### src/rtl/core/sws_pkg.sv
// Shared types, register map and constants for the stopwatch with split.
`default_nettype none
package sws_pkg;

	localparam int LIMIT_W  = 14;
	localparam int SAMPLE_W = 8;
	localparam int COUNT_W  = 8;
	localparam int BLINK_W  = 10;
	localparam int CFG_W    = 14;
	localparam int IDX_W    = 2;
	localparam int DIGITS_W = 16;

	localparam logic [IDX_W-1:0] REG_COUNT_LIMIT   = 2'd0;
	localparam logic [IDX_W-1:0] REG_SAMPLE_PERIOD = 2'd1;
	localparam logic [IDX_W-1:0] REG_COUNT_PERIOD  = 2'd2;
	localparam logic [IDX_W-1:0] REG_BLINK_PERIOD  = 2'd3;

	localparam logic [LIMIT_W-1:0]  RST_COUNT_LIMIT   = 14'd6000;
	localparam logic [SAMPLE_W-1:0] RST_SAMPLE_PERIOD = 8'd25;
	localparam logic [COUNT_W-1:0]  RST_COUNT_PERIOD  = 8'd10;
	localparam logic [BLINK_W-1:0]  RST_BLINK_PERIOD  = 10'd250;

	localparam logic [1:0] MODE_RESET = 2'd0;
	localparam logic [1:0] MODE_RUN   = 2'd1;
	localparam logic [1:0] MODE_STOP  = 2'd2;
	localparam logic [1:0] MODE_SPLIT = 2'd3;

	typedef struct packed {
		logic [LIMIT_W-1:0]  count_limit;
		logic [SAMPLE_W-1:0] sample_period;
		logic [COUNT_W-1:0]  count_period;
		logic [BLINK_W-1:0]  blink_period;
	} cfg_t;

	typedef struct packed {
		logic [DIGITS_W-1:0] digits;
		logic                point;
		logic [1:0]          mode;
	} result_t;

	// four-digit BCD increment, 9999 rolls over to 0000
	function automatic logic [DIGITS_W-1:0] bcd_inc(input logic [DIGITS_W-1:0] v);
		logic [DIGITS_W-1:0] r;
		logic                carry;
		r     = v;
		carry = 1'b1;
		for (int d = 0; d < 4; d++) begin
			if (carry) begin
				if (v[d*4 +: 4] == 4'd9) begin
					r[d*4 +: 4] = 4'd0;
				end else begin
					r[d*4 +: 4] = v[d*4 +: 4] + 4'd1;
					carry       = 1'b0;
				end
			end
		end
		return r;
	endfunction

endpackage
`default_nettype wire

### src/rtl/core/sws_prescale.sv
// Tick prescaler: counts beats and fires when the count reaches its period.
`default_nettype none
module sws_prescale #(
	parameter int WIDTH = 8
) (
	input  wire logic             clk,
	input  wire logic             arst_n,
	input  wire logic             step,
	input  wire logic [WIDTH-1:0] period,
	output logic                  fire
);

	logic [WIDTH-1:0] pre_q;
	logic [WIDTH:0]   next_val;

	assign next_val = {1'b0, pre_q} + {{WIDTH{1'b0}}, 1'b1};
	assign fire     = next_val >= {1'b0, period};

	always_ff @(posedge clk or negedge arst_n) begin
		if (!arst_n) begin
			pre_q <= '0;
		end else if (step) begin
			pre_q <= fire ? '0 : next_val[WIDTH-1:0];
		end
	end

endmodule
`default_nettype wire

### src/rtl/core/sws_ctrl.sv
// Stopwatch state: button sampling, edge detect, mode, counters and blink.
`default_nettype none
module sws_ctrl (
	input  wire logic           clk,
	input  wire logic           arst_n,
	input  wire logic           step,
	input  wire logic           start_level,
	input  wire logic           split_level,
	input  wire sws_pkg::cfg_t  cfg,
	output sws_pkg::result_t    result
);

	logic samp_fire, count_fire, blink_fire;

	logic [1:0]                     latched_q, prev_q, mode_q;
	logic [sws_pkg::LIMIT_W-1:0]    elapsed_q;
	logic [sws_pkg::DIGITS_W-1:0]   bcd_q, held_q;
	logic                           blink_q;

	logic [1:0]                     latched_d, edges, mode_d;
	logic [sws_pkg::LIMIT_W-1:0]    elapsed_d;
	logic [sws_pkg::DIGITS_W-1:0]   bcd_d, held_d;
	logic                           blink_d, moving;

	sws_prescale #(.WIDTH(sws_pkg::SAMPLE_W)) u_samp (
		.clk(clk), .arst_n(arst_n), .step(step),
		.period(cfg.sample_period), .fire(samp_fire)
	);

	sws_prescale #(.WIDTH(sws_pkg::COUNT_W)) u_count (
		.clk(clk), .arst_n(arst_n), .step(step),
		.period(cfg.count_period), .fire(count_fire)
	);

	sws_prescale #(.WIDTH(sws_pkg::BLINK_W)) u_blink (
		.clk(clk), .arst_n(arst_n), .step(step),
		.period(cfg.blink_period), .fire(blink_fire)
	);

	assign latched_d = samp_fire ? {split_level, start_level} : latched_q;
	assign edges     = latched_d & ~prev_q;
	assign blink_d   = blink_q ^ blink_fire;

	always_comb begin
		elapsed_d = elapsed_q;
		bcd_d     = bcd_q;
		held_d    = held_q;
		mode_d    = mode_q;

		// bcd_q shadows elapsed_q modulo 10000
		if (count_fire && (mode_q == sws_pkg::MODE_RUN || mode_q == sws_pkg::MODE_SPLIT)) begin
			if (elapsed_q >= cfg.count_limit) begin
				elapsed_d = '0;
				bcd_d     = '0;
			end else begin
				elapsed_d = elapsed_q + 14'd1;
				bcd_d     = sws_pkg::bcd_inc(bcd_q);
			end
		end

		if (edges[0]) begin
			case (mode_q)
				sws_pkg::MODE_RESET: mode_d = sws_pkg::MODE_RUN;
				sws_pkg::MODE_RUN:   mode_d = sws_pkg::MODE_STOP;
				sws_pkg::MODE_STOP:  mode_d = sws_pkg::MODE_RUN;
				default:             mode_d = sws_pkg::MODE_STOP;
			endcase
		end

		// split acts on the mode left by the start edge
		if (edges[1]) begin
			case (mode_d)
				sws_pkg::MODE_RESET: mode_d = sws_pkg::MODE_RESET;
				sws_pkg::MODE_RUN: begin
					mode_d = sws_pkg::MODE_SPLIT;
					held_d = bcd_d;
				end
				sws_pkg::MODE_STOP: begin
					mode_d    = sws_pkg::MODE_RESET;
					elapsed_d = '0;
					bcd_d     = '0;
				end
				default: mode_d = sws_pkg::MODE_RUN;
			endcase
		end
	end

	assign moving        = (mode_d == sws_pkg::MODE_RUN) || (mode_d == sws_pkg::MODE_SPLIT);
	assign result.digits = (mode_d == sws_pkg::MODE_SPLIT) ? held_d : bcd_d;
	assign result.point  = moving ? blink_d : 1'b1;
	assign result.mode   = mode_d;

	always_ff @(posedge clk or negedge arst_n) begin
		if (!arst_n) begin
			latched_q <= '0;
			prev_q    <= '0;
			mode_q    <= sws_pkg::MODE_RESET;
			elapsed_q <= '0;
			bcd_q     <= '0;
			held_q    <= '0;
			blink_q   <= 1'b0;
		end else if (step) begin
			latched_q <= latched_d;
			prev_q    <= latched_d;
			mode_q    <= mode_d;
			elapsed_q <= elapsed_d;
			bcd_q     <= bcd_d;
			held_q    <= held_d;
			blink_q   <= blink_d;
		end
	end

endmodule
`default_nettype wire

### src/rtl/core/stopwatch_with_split.sv
// Top level of the stopwatch with split: config registers and result register.
//
// One input beat is one 1 ms tick carrying the raw start/stop and
// split/reset button levels (item_valid/item_ready). Each accepted beat
// produces exactly one result beat (result_valid/result_ready) holding four
// BCD digits of the shown time, the decimal point and the mode after the tick.
// The tick updates the state and the result register at the same edge, and
// result_valid rises on the next cycle. Throughput is one beat per cycle
// while result_ready stays high. item_ready is high whenever the result
// register is empty or being taken this cycle, so a stalled receiver holds
// the pending result and back-pressures the input by a single beat.
// The config port (cfg_we, cfg_index, cfg_data) writes one of count_limit,
// sample_period, count_period and blink_period, as cfg_index selects; write
// it only while no beat is in flight.
// Reset clears all prescalers, the mode (reset), counts and blink bit, sets
// the config registers to their defaults and empties the result register.
`default_nettype none
module stopwatch_with_split (
	input  wire logic                          clk,
	input  wire logic                          arst_n,
	input  wire logic                          item_valid,
	output logic                               item_ready,
	input  wire logic                          start_level,
	input  wire logic                          split_level,
	output logic                               result_valid,
	input  wire logic                          result_ready,
	output logic [sws_pkg::DIGITS_W-1:0]       display_digits,
	output logic                               point_on,
	output logic [1:0]                         mode_now,
	input  wire logic                          cfg_we,
	input  wire logic [sws_pkg::IDX_W-1:0]     cfg_index,
	input  wire logic [sws_pkg::CFG_W-1:0]     cfg_data
);

	sws_pkg::cfg_t    cfg_q;
	sws_pkg::result_t res;
	logic             step;
	logic             valid_q;
	logic [sws_pkg::DIGITS_W-1:0] digits_q;
	logic             point_q;
	logic [1:0]       mode_q;

	assign item_ready = !valid_q || result_ready;
	assign step       = item_valid && item_ready;

	always_ff @(posedge clk or negedge arst_n) begin
		if (!arst_n) begin
			cfg_q.count_limit   <= sws_pkg::RST_COUNT_LIMIT;
			cfg_q.sample_period <= sws_pkg::RST_SAMPLE_PERIOD;
			cfg_q.count_period  <= sws_pkg::RST_COUNT_PERIOD;
			cfg_q.blink_period  <= sws_pkg::RST_BLINK_PERIOD;
		end else if (cfg_we) begin
			case (cfg_index)
				sws_pkg::REG_COUNT_LIMIT:   cfg_q.count_limit   <= cfg_data;
				sws_pkg::REG_SAMPLE_PERIOD: cfg_q.sample_period <= cfg_data[sws_pkg::SAMPLE_W-1:0];
				sws_pkg::REG_COUNT_PERIOD:  cfg_q.count_period  <= cfg_data[sws_pkg::COUNT_W-1:0];
				sws_pkg::REG_BLINK_PERIOD:  cfg_q.blink_period  <= cfg_data[sws_pkg::BLINK_W-1:0];
				default: ;
			endcase
		end
	end

	sws_ctrl u_ctrl (
		.clk         (clk),
		.arst_n      (arst_n),
		.step        (step),
		.start_level (start_level),
		.split_level (split_level),
		.cfg         (cfg_q),
		.result      (res)
	);

	always_ff @(posedge clk or negedge arst_n) begin
		if (!arst_n) begin
			valid_q <= 1'b0;
		end else if (step) begin
			valid_q <= 1'b1;
		end else if (result_ready) begin
			valid_q <= 1'b0;
		end
	end

	always_ff @(posedge clk) begin
		if (step) begin
			digits_q <= res.digits;
			point_q  <= res.point;
			mode_q   <= res.mode;
		end
	end

	assign result_valid   = valid_q;
	assign display_digits = digits_q;
	assign point_on       = point_q;
	assign mode_now       = mode_q;

endmodule
`default_nettype wire

### config.mk
export PLATFORM = sky130hd
export DESIGN_NAME = stopwatch_with_split
export DESIGN_NICKNAME = d
export VERILOG_FILES = /design/src/rtl/core/sws_pkg.sv /design/src/rtl/core/sws_prescale.sv /design/src/rtl/core/sws_ctrl.sv /design/src/rtl/core/stopwatch_with_split.sv
export SDC_FILE = /design/constraint.sdc
export NUM_CORES = 1
export LEC_CHECK = 0
export BUFFER_PORTS_ARGS = -buffer_cell sky130_fd_sc_hd__buf_2
export CAP_MARGIN = 40
export CORE_MARGIN = 1
export CORE_UTILIZATION = 60
export CTS_CLUSTER_DIAMETER = 40
export DETAILED_ROUTE_END_ITERATION = 10
export PLACE_DENSITY = 0.88
export SLEW_MARGIN = 40
export SYNTH_ARGS = -nofsm -noshare
export SYNTH_HDL_FRONTEND = slang
export SYNTH_SLANG_ARGS = --single-unit
export TNS_END_PERCENT = 50
### constraint.sdc
create_clock -name clk -period 3.6 [get_ports clk]
set_input_delay 0.18 -clock clk [delete_from_list [all_inputs] [get_ports clk]]
set_output_delay 0.18 -clock clk [all_outputs]
set_load 0.05 [all_outputs]
==> results of run 1 <==
## power breakdown
part           switching, mW  total, mW  internal, mW
combinational           1.23       1.97         0.742
clock                  0.666       1.76          1.10
sequential             0.328       2.33          2.00
## per-stage QoR
stage	instances	util	setup slack, ps	hold WS [ps]
6_report	1040	0.707	171	14.2
5_1_grt	1040	0.707	1.63	12.7
4_1_cts	1039	0.704	148	0.639
3_5_place_dp	999	0.650	191	320
3_3_place_gp	999	0.650	316	323
2_1_floorplan	796	-	579	-116
## path summary, 6_finish.rpt
kind / from / to / slack, ps / cells after the start
worst max-delay path: u_ctrl.u_count.pre_q[0] / display_digits[9] / 170 / 13
worst min-delay path: split_level / u_ctrl.prev_q[1] / 10 / 2
worst max register to register: u_ctrl.u_count.pre_q[0] / display_digits[9] / 170 / 13
worst min register to register: u_ctrl.blink_q / u_ctrl.blink_q / 490 / 1
max in group asynchronous: arst_n / u_ctrl.bcd_q[3] / 2760 / 3
min in group asynchronous: arst_n / u_ctrl.u_blink.pre_q[6] / 380 / 3
## state kept, by name (all words and copies together) (netlist names), 8 cells and up
name                  cells
display_digits           16
u_ctrl.bcd_q             16
u_ctrl.u_blink.pre_q     10
u_ctrl.u_count.pre_q      8
u_ctrl.held_q            16
cfg_q                    40
u_ctrl.u_samp.pre_q       8
u_ctrl.elapsed_q         14
## cell usage after synthesis, types with 3 or more instances
master and instances:
a211oi_1 7, a21o_1 13, a21oi_1 44, a22o_1 8, a22oi_1 6, a31oi_1 8, a32o_1 4, and2_1 3
and3_1 7, buf_2 6, buf_4 4, buf_6 3, clkbuf_1 15, dfrtp_1 100, dfstp_2 18, edfxtp_1 19
ha_1 46, inv_1 50, mux2_2 33, nand2_1 112, nand2b_1 11, nand3_1 36, nand3b_1 5, nand4_1 4
nor2_1 35, nor2b_1 11, nor3_1 6, nor4_1 4, nor4_4 3, o21ai_0 74, o21ai_1 4, o22ai_1 7
o2bb2ai_1 6, o311ai_1 3, xnor2_1 19, xor2_1 9
## kinds of logic (layout without fill, tap and decap cells)
kind of cell,Yosys count,count (layout),synth area share
buf+inv,82,154,0.0468
xor+xnor,28,28,0.0315
simple gates,260,260,0.171
mux,33,33,0.0477
flops,137,137,0.456
fa+ha+maj,46,46,0.0740
compound gates,210,210,0.174
## routing by layer
metal	part of all wire	global-route usage
met4	0.024	0.139
met1	0.42	0.374
met3	0.061	0.0696
met5	0	0
met2	0.50	0.477
## cells in the final DEF (no fill, tap or decap), types with 5 or more instances in the layout
| master | n |
|---|---|
| a31oi_1 | 8 |
| edfxtp_1 | 19 |
| ha_1 | 45 |
| nand2b_1 | 11 |
| and3_1 | 7 |
| nand3b_1 | 5 |
| nand2_1 | 112 |
| nor2_1 | 34 |
| buf_2 | 42 |
| clkbuf_16 | 17 |
| buf_4 | 20 |
| xnor2_1 | 18 |
| dfstp_2 | 18 |
| dlygate4sd3_1 | 8 |
| o2bb2ai_1 | 6 |
| a22o_1 | 8 |
| inv_1 | 49 |
| mux2_2 | 33 |
| o21ai_0 | 74 |
| a21oi_1 | 44 |
| a21o_1 | 13 |
| a211oi_1 | 6 |
| nand3_1 | 36 |
| xor2_1 | 9 |
| o22ai_1 | 7 |
| nor3_1 | 6 |
| dfrtp_1 | 100 |
| nor2b_1 | 11 |
| a22oi_1 | 5 |
## timing repair
item                                    in CTS  in global routing
endpoints found under the setup margin       0                 21
hold endpoints to repair                   107                  0
resized for setup                            0                  7
hold buffers                                 8                  0
setup buffers                                0                  1
## layout make-up
class,count,area share
multi-input combinational,577,0.438
sequential,137,0.397
clock buffer,23,0.0547
timing repair buffer,71,0.0516
tap,172,0.0241
inverter,51,0.0214
clock inverter,9,0.0125
==> results by group, run 1 <==
Floorplan
  – I/O pins: 44
  – Initial Utilization: 0.617
  – FP Rows: 41
  – Die Area: 13400 sq um
  – Core Area: 12600 sq um
  – Width of the die: 116 um
  – Die H: 116 um

Timing
  – Tmin final: 3430 ps
  – Final Hold Viols: 0
  – Worst-margin pin slew: 825 ps
  – Clock skew: 15.0 ps
  – TNS Setup: 0 ps
  – RSZ-0062 raised after global routing: no
  – Relative max-transition margin: 0.450
  – Max Slew Vio Count: 0
  – Setup violators final: 0
  – Achievable Freq: 0.292 GHz
  – Period utilization: 0.952

CTS
  – Max Buffers Root-to-Sink: 2
  – Clk_lat worst skew: 430 ps
  – Sink Count: 137
  – H-tree levels: 4
  – CTS tree: yes
  – Num CTS Buffers: 17
  – CTS root buf: clkbuf_16
  – CTS clock-pin slew for the worst setup and hold paths: 60 ps

Logic synthesis
  – Post-synth EDFFs: 19
  – Avg Cell Area, Syn: 9.78 sq um
  – Sequential area share after synthesis: 0.456
  – Register bit total from synthesis: 137
  – Ys flop type: dfrtp_1
  – Post-Synthesis Cells: 796
  – Cell taking the most area after synthesis: dfrtp_1
  – Synthesized area: 7780 sq um
  – Ys async rst share: 0.861
  – Synth unique cells: 74
  – Post-Syn Nets: 865
  – Synth top area cells: dfrtp_1 32%, ha_1 7.4%, edfxtp_1 7.3%
  – Post-synth top area share: 0.322
  – Synth Warn #: 0

Worst setup path
  – Crit path cell chain: ha_2 > nand3_2 > nor2_1 > xor2_1 > ha_1 > and3_2 > a221oi_2 > o211ai_1 > buf_4 > nand2_4 > nor2_4 > a32oi_1 > o21ai_0
  – CP max stage delay: 450 ps
  – Delay-heaviest family, CP: compound AO/OA/AOI/OAI gates
  – Bufs and invs on worst path: 1
  – Arrival @ worst endpoint: 3580 ps
  – Startpoint Class: register
  – Slowest CP cell: dfrtp_1
  – Worst Setup End Kind: register
  – Crit Path Class: reg2reg
  – Worst EP required: 3760 ps
  – Worst-path fanout max: 13

Detailed routing
  – First drt pass iteration count: 5
  – DR WL/cell: 17.3 um
  – Drc violations: 0
  – Via count: 6352
  – DRT Wirelength: 18000 um
  – Final ANT Viol Nets: 0
  – Vias per inst: 6.11
  – DRT iter0 DRCs: 593

Status
  – Status: finished, final reports clean

Global routing
  – First-pass GRT wire length: 30200 um
  – Vias in the first global route: 6284
  – Initial antenna violation count: 0
  – Total congestion overflow: 0
  – Largest net degree at the start of global routing: 119
  – Overall routing resource usage: 0.294

Placement
  – IO buf count: 43
  – GP Congestion: 0.860
  – Placed wire-length estimate: 12000 um
  – Post-DP Area: 8200 sq um

Power
  – Total power per unit cell area: 680 nW/um^2
  – Total power: 6.07 mW
  – LEAKAGE: 3.94 nW
  – Worst vdd ir: 0.466 mV

Final layout
  – FF+latch area: 3550 sq um
  – Share of cells above drive strength 1: 0.204
  – Layout area overhead: 14.7%
  – Nets: 924
  – Final instance area: 8920 sq um
  – Area of the multi-input gates: 3910 sq um
  – Final antenna diode count: 0
  – Fill cells: 922

Min path
  – Min-Delay Path Class: in2reg

Job
  – Max_cap viols: 0
No activity file was read; power rests on OpenSTA's default activity.
==> inputs of run 2 (changes only) <==
--- a/config.mk
+++ b/config.mk
@@ -8,10 +8,10 @@
 export BUFFER_PORTS_ARGS = -buffer_cell sky130_fd_sc_hd__buf_2
 export CAP_MARGIN = 40
 export CORE_MARGIN = 1
-export CORE_UTILIZATION = 60
+export CORE_UTILIZATION = 45
 export CTS_CLUSTER_DIAMETER = 40
 export DETAILED_ROUTE_END_ITERATION = 10
-export PLACE_DENSITY = 0.88
+export PLACE_DENSITY = 0.71
 export SLEW_MARGIN = 40
 export SYNTH_ARGS = -nofsm -noshare
 export SYNTH_HDL_FRONTEND = slang
==> run 2 against run 1 <==
Power down 3.9%. Clock power down 11%. Clock-buffer cell count up 6. Register-to-register slack better by 120 ps. Utilization down 18 points. First-iteration DRC count down 31%. Largest cell class unchanged.
==> results by group, run 2 (same netlist as run 1, synthesis figures left out) <==
Power
  – Switch share: 0.366
  – Total power per unit cell area: 654 nW/um^2
  – Clk network pwr share: 0.270
  – Seq pwr share: 0.399
  – LEAKAGE: 3.91 nW
  – Logic gate share of total power: 0.331
  – Internal power: 3.69 mW
  – Worst vdd ir: 0.359 mV
  – Sw Pwr: 2.13 mW

Final layout
  – Nets: 927
  – Fill cells: 1503
  – Commonest non-fill, non-tap cell in the layout: nand2_1
  – Final core utilization: 0.532
  – Share of cells above drive strength 1: 0.194
  – Reg with most FFs: cfg_q
  – Post-route insts no fill: 1091
  – Area of the multi-input gates: 3880 sq um
  – Layout area overhead: 14.5%
  – Largest register FFs: 40
  – FF+latch area: 3550 sq um
  – Final antenna diode count: 0
  – Commonest non-fill, non-tap cells in the layout: 112 x nand2_1, 100 x dfrtp_1, 73 x o21ai_0, 49 x inv_1, 45 x ha_1

Placement
  – IO buf count: 43
  – Worst slack at placement: 272 ps
  – Placed insts: 1050
  – GP Congestion: 0.833
  – Placed wire-length estimate: 12200 um

Timing
  – Post-route setup slack: 289 ps
  – Final Hold Viols: 0
  – Tmin final: 3310 ps
  – RSZ-0062 raised after global routing: no
  – Setup violators final: 0
  – Worst-margin pin slew: 665 ps
  – Max Slew Vio Count: 0
  – Min Hold Slack: 38.8 ps
  – Relative max-transition margin: 0.557
  – Achievable Freq: 0.302 GHz
  – Period utilization: 0.920
  – TNS Setup: 0 ps
  – Clock skew: 7.24 ps

Floorplan
  – Die Area: 17800 sq um
  – Core Area: 16800 sq um
  – Initial Utilization: 0.464
  – Width of the die: 134 um
  – FP Rows: 47
  – Die H: 134 um
  – I/O pins: 44

Detailed routing
  – Drc violations: 0
  – DR WL/cell: 15.9 um
  – DRT Wirelength: 17300 um
  – First drt pass iteration count: 5
  – Met2 WL post-DR: 8120 um
  – Via count: 6062
  – Met3 wire len: 723 um
  – Met1 WL: 8170 um
  – Vias per inst: 5.56
  – Final ANT Viol Nets: 0
  – Highest routed layer: met4
  – DRT iter0 DRCs: 412

CTS
  – CTS clock-pin slew for the worst setup and hold paths: 60 ps
  – H-tree levels: 4
  – CTS tree: yes
  – Max Buffers Root-to-Sink: 2
  – CTS root buf: clkbuf_16
  – Num CTS Buffers: 17
  – Sink Count: 137
  – Clk_lat worst skew: 420 ps

Global routing
  – First-pass GRT wire length: 29300 um
  – Initial antenna violation count: 0
  – Overall routing resource usage: 0.209
  – Total congestion overflow: 0
  – Vias in the first global route: 5944
  – Largest net degree at the start of global routing: 70

Worst setup path
  – Worst EP required: 3860 ps
  – Crit Path Class: reg2reg
  – Startpoint Class: register
  – Arrival @ worst endpoint: 3570 ps
  – Worst-path fanout max: 8
  – FF-to-FF Start: u_ctrl.u_samp.pre_q[2]
  – Worst Setup End Kind: register
  – Worst Setup SP: u_ctrl.u_samp.pre_q[2]

Min path
  – Hold Startpoint: cfg_data[5]
  – Min-Delay Path Class: in2reg

Status
  – Status: finished, final reports clean

Job
  – Max_cap viols: 0
-- run 2: cell types whose count changed in the layout (fill, tap and decap cells not counted), moves of 2 or more --
cell	before	now
clkbuf_1	2	8
bufinv_16	2	0
clkinvlp_4	2	0
inv_6	2	0
-- run 2: path summary, 6_finish.rpt --
kind / slack (ps) / to / cells after the start
max: 290 / display_digits[1] / 12
min: 40 / cfg_q[31] / 3
max reg2reg: 290 / display_digits[1] / 12
min reg2reg: 490 / u_ctrl.held_q[14] / 1
max in group asynchronous: 2520 / cfg_q[11] / 3
min in group asynchronous: 350 / u_ctrl.elapsed_q[7] / 2
-- run 2: repair_timing --
| action | 4_1_cts | 5_1_grt |
|---|---|---|
| endpoints found under the hold margin | 74 | 0 |
| setup buffers | 0 | 0 |
| resized for setup | 0 | 3 |
| setup endpoints to repair | 0 | 10 |
| hold buffers | 9 | 0 |
-- run 2: power groups by stage --
stage	logic [mW]	clock network, mW	registers (mW)
after CTS	1.93	1.60	2.32
after global routing	2.16	1.66	2.38
after detailed placement	1.91	0	2.34
after global placement	1.86	0	2.33
final	1.93	1.57	2.32
after floorplan	1.27	0	2.45
-- run 2: cell type report --
cell class | count | share of cell area
Sequential cell | 137 | 0.398
Inverter | 51 | 0.0215
Multi-Input combinational cell | 577 | 0.436
Timing Repair Buffer | 74 | 0.0549
Tap cell | 220 | 0.0309
Clock buffer | 29 | 0.0573
Clock inverter | 3 | 0.00168
-- run 2: through the flow --
step	power (mW)	cell area, sq um
detailed placement	4.24	8290
global route	6.19	8910
finish	5.83	8910
global placement	4.19	8290
CTS	5.85	8900
floorplan	3.72	7780
-- run 2: layer usage --
layer | vias to the layer above | GRT usage
li1 | 2970 | -
met1 | 2938 | 0.279
met2 | 129 | 0.332
met3 | 25 | 0.0498
met4 | 0 | 0.0732
met5 | - | 0
-- run 2: critical path, stage by stage, from the launching register on --
cell and delay (ps):
dfrtp_1 440, and3_1 210, nand3_1 170, nor2_1 170, xor2_1 100, ha_1 300, nand3_1 100, a211o_1 330
and2_1 210, o211a_1 290, buf_4 200, or3_4 420, o22ai_1 210
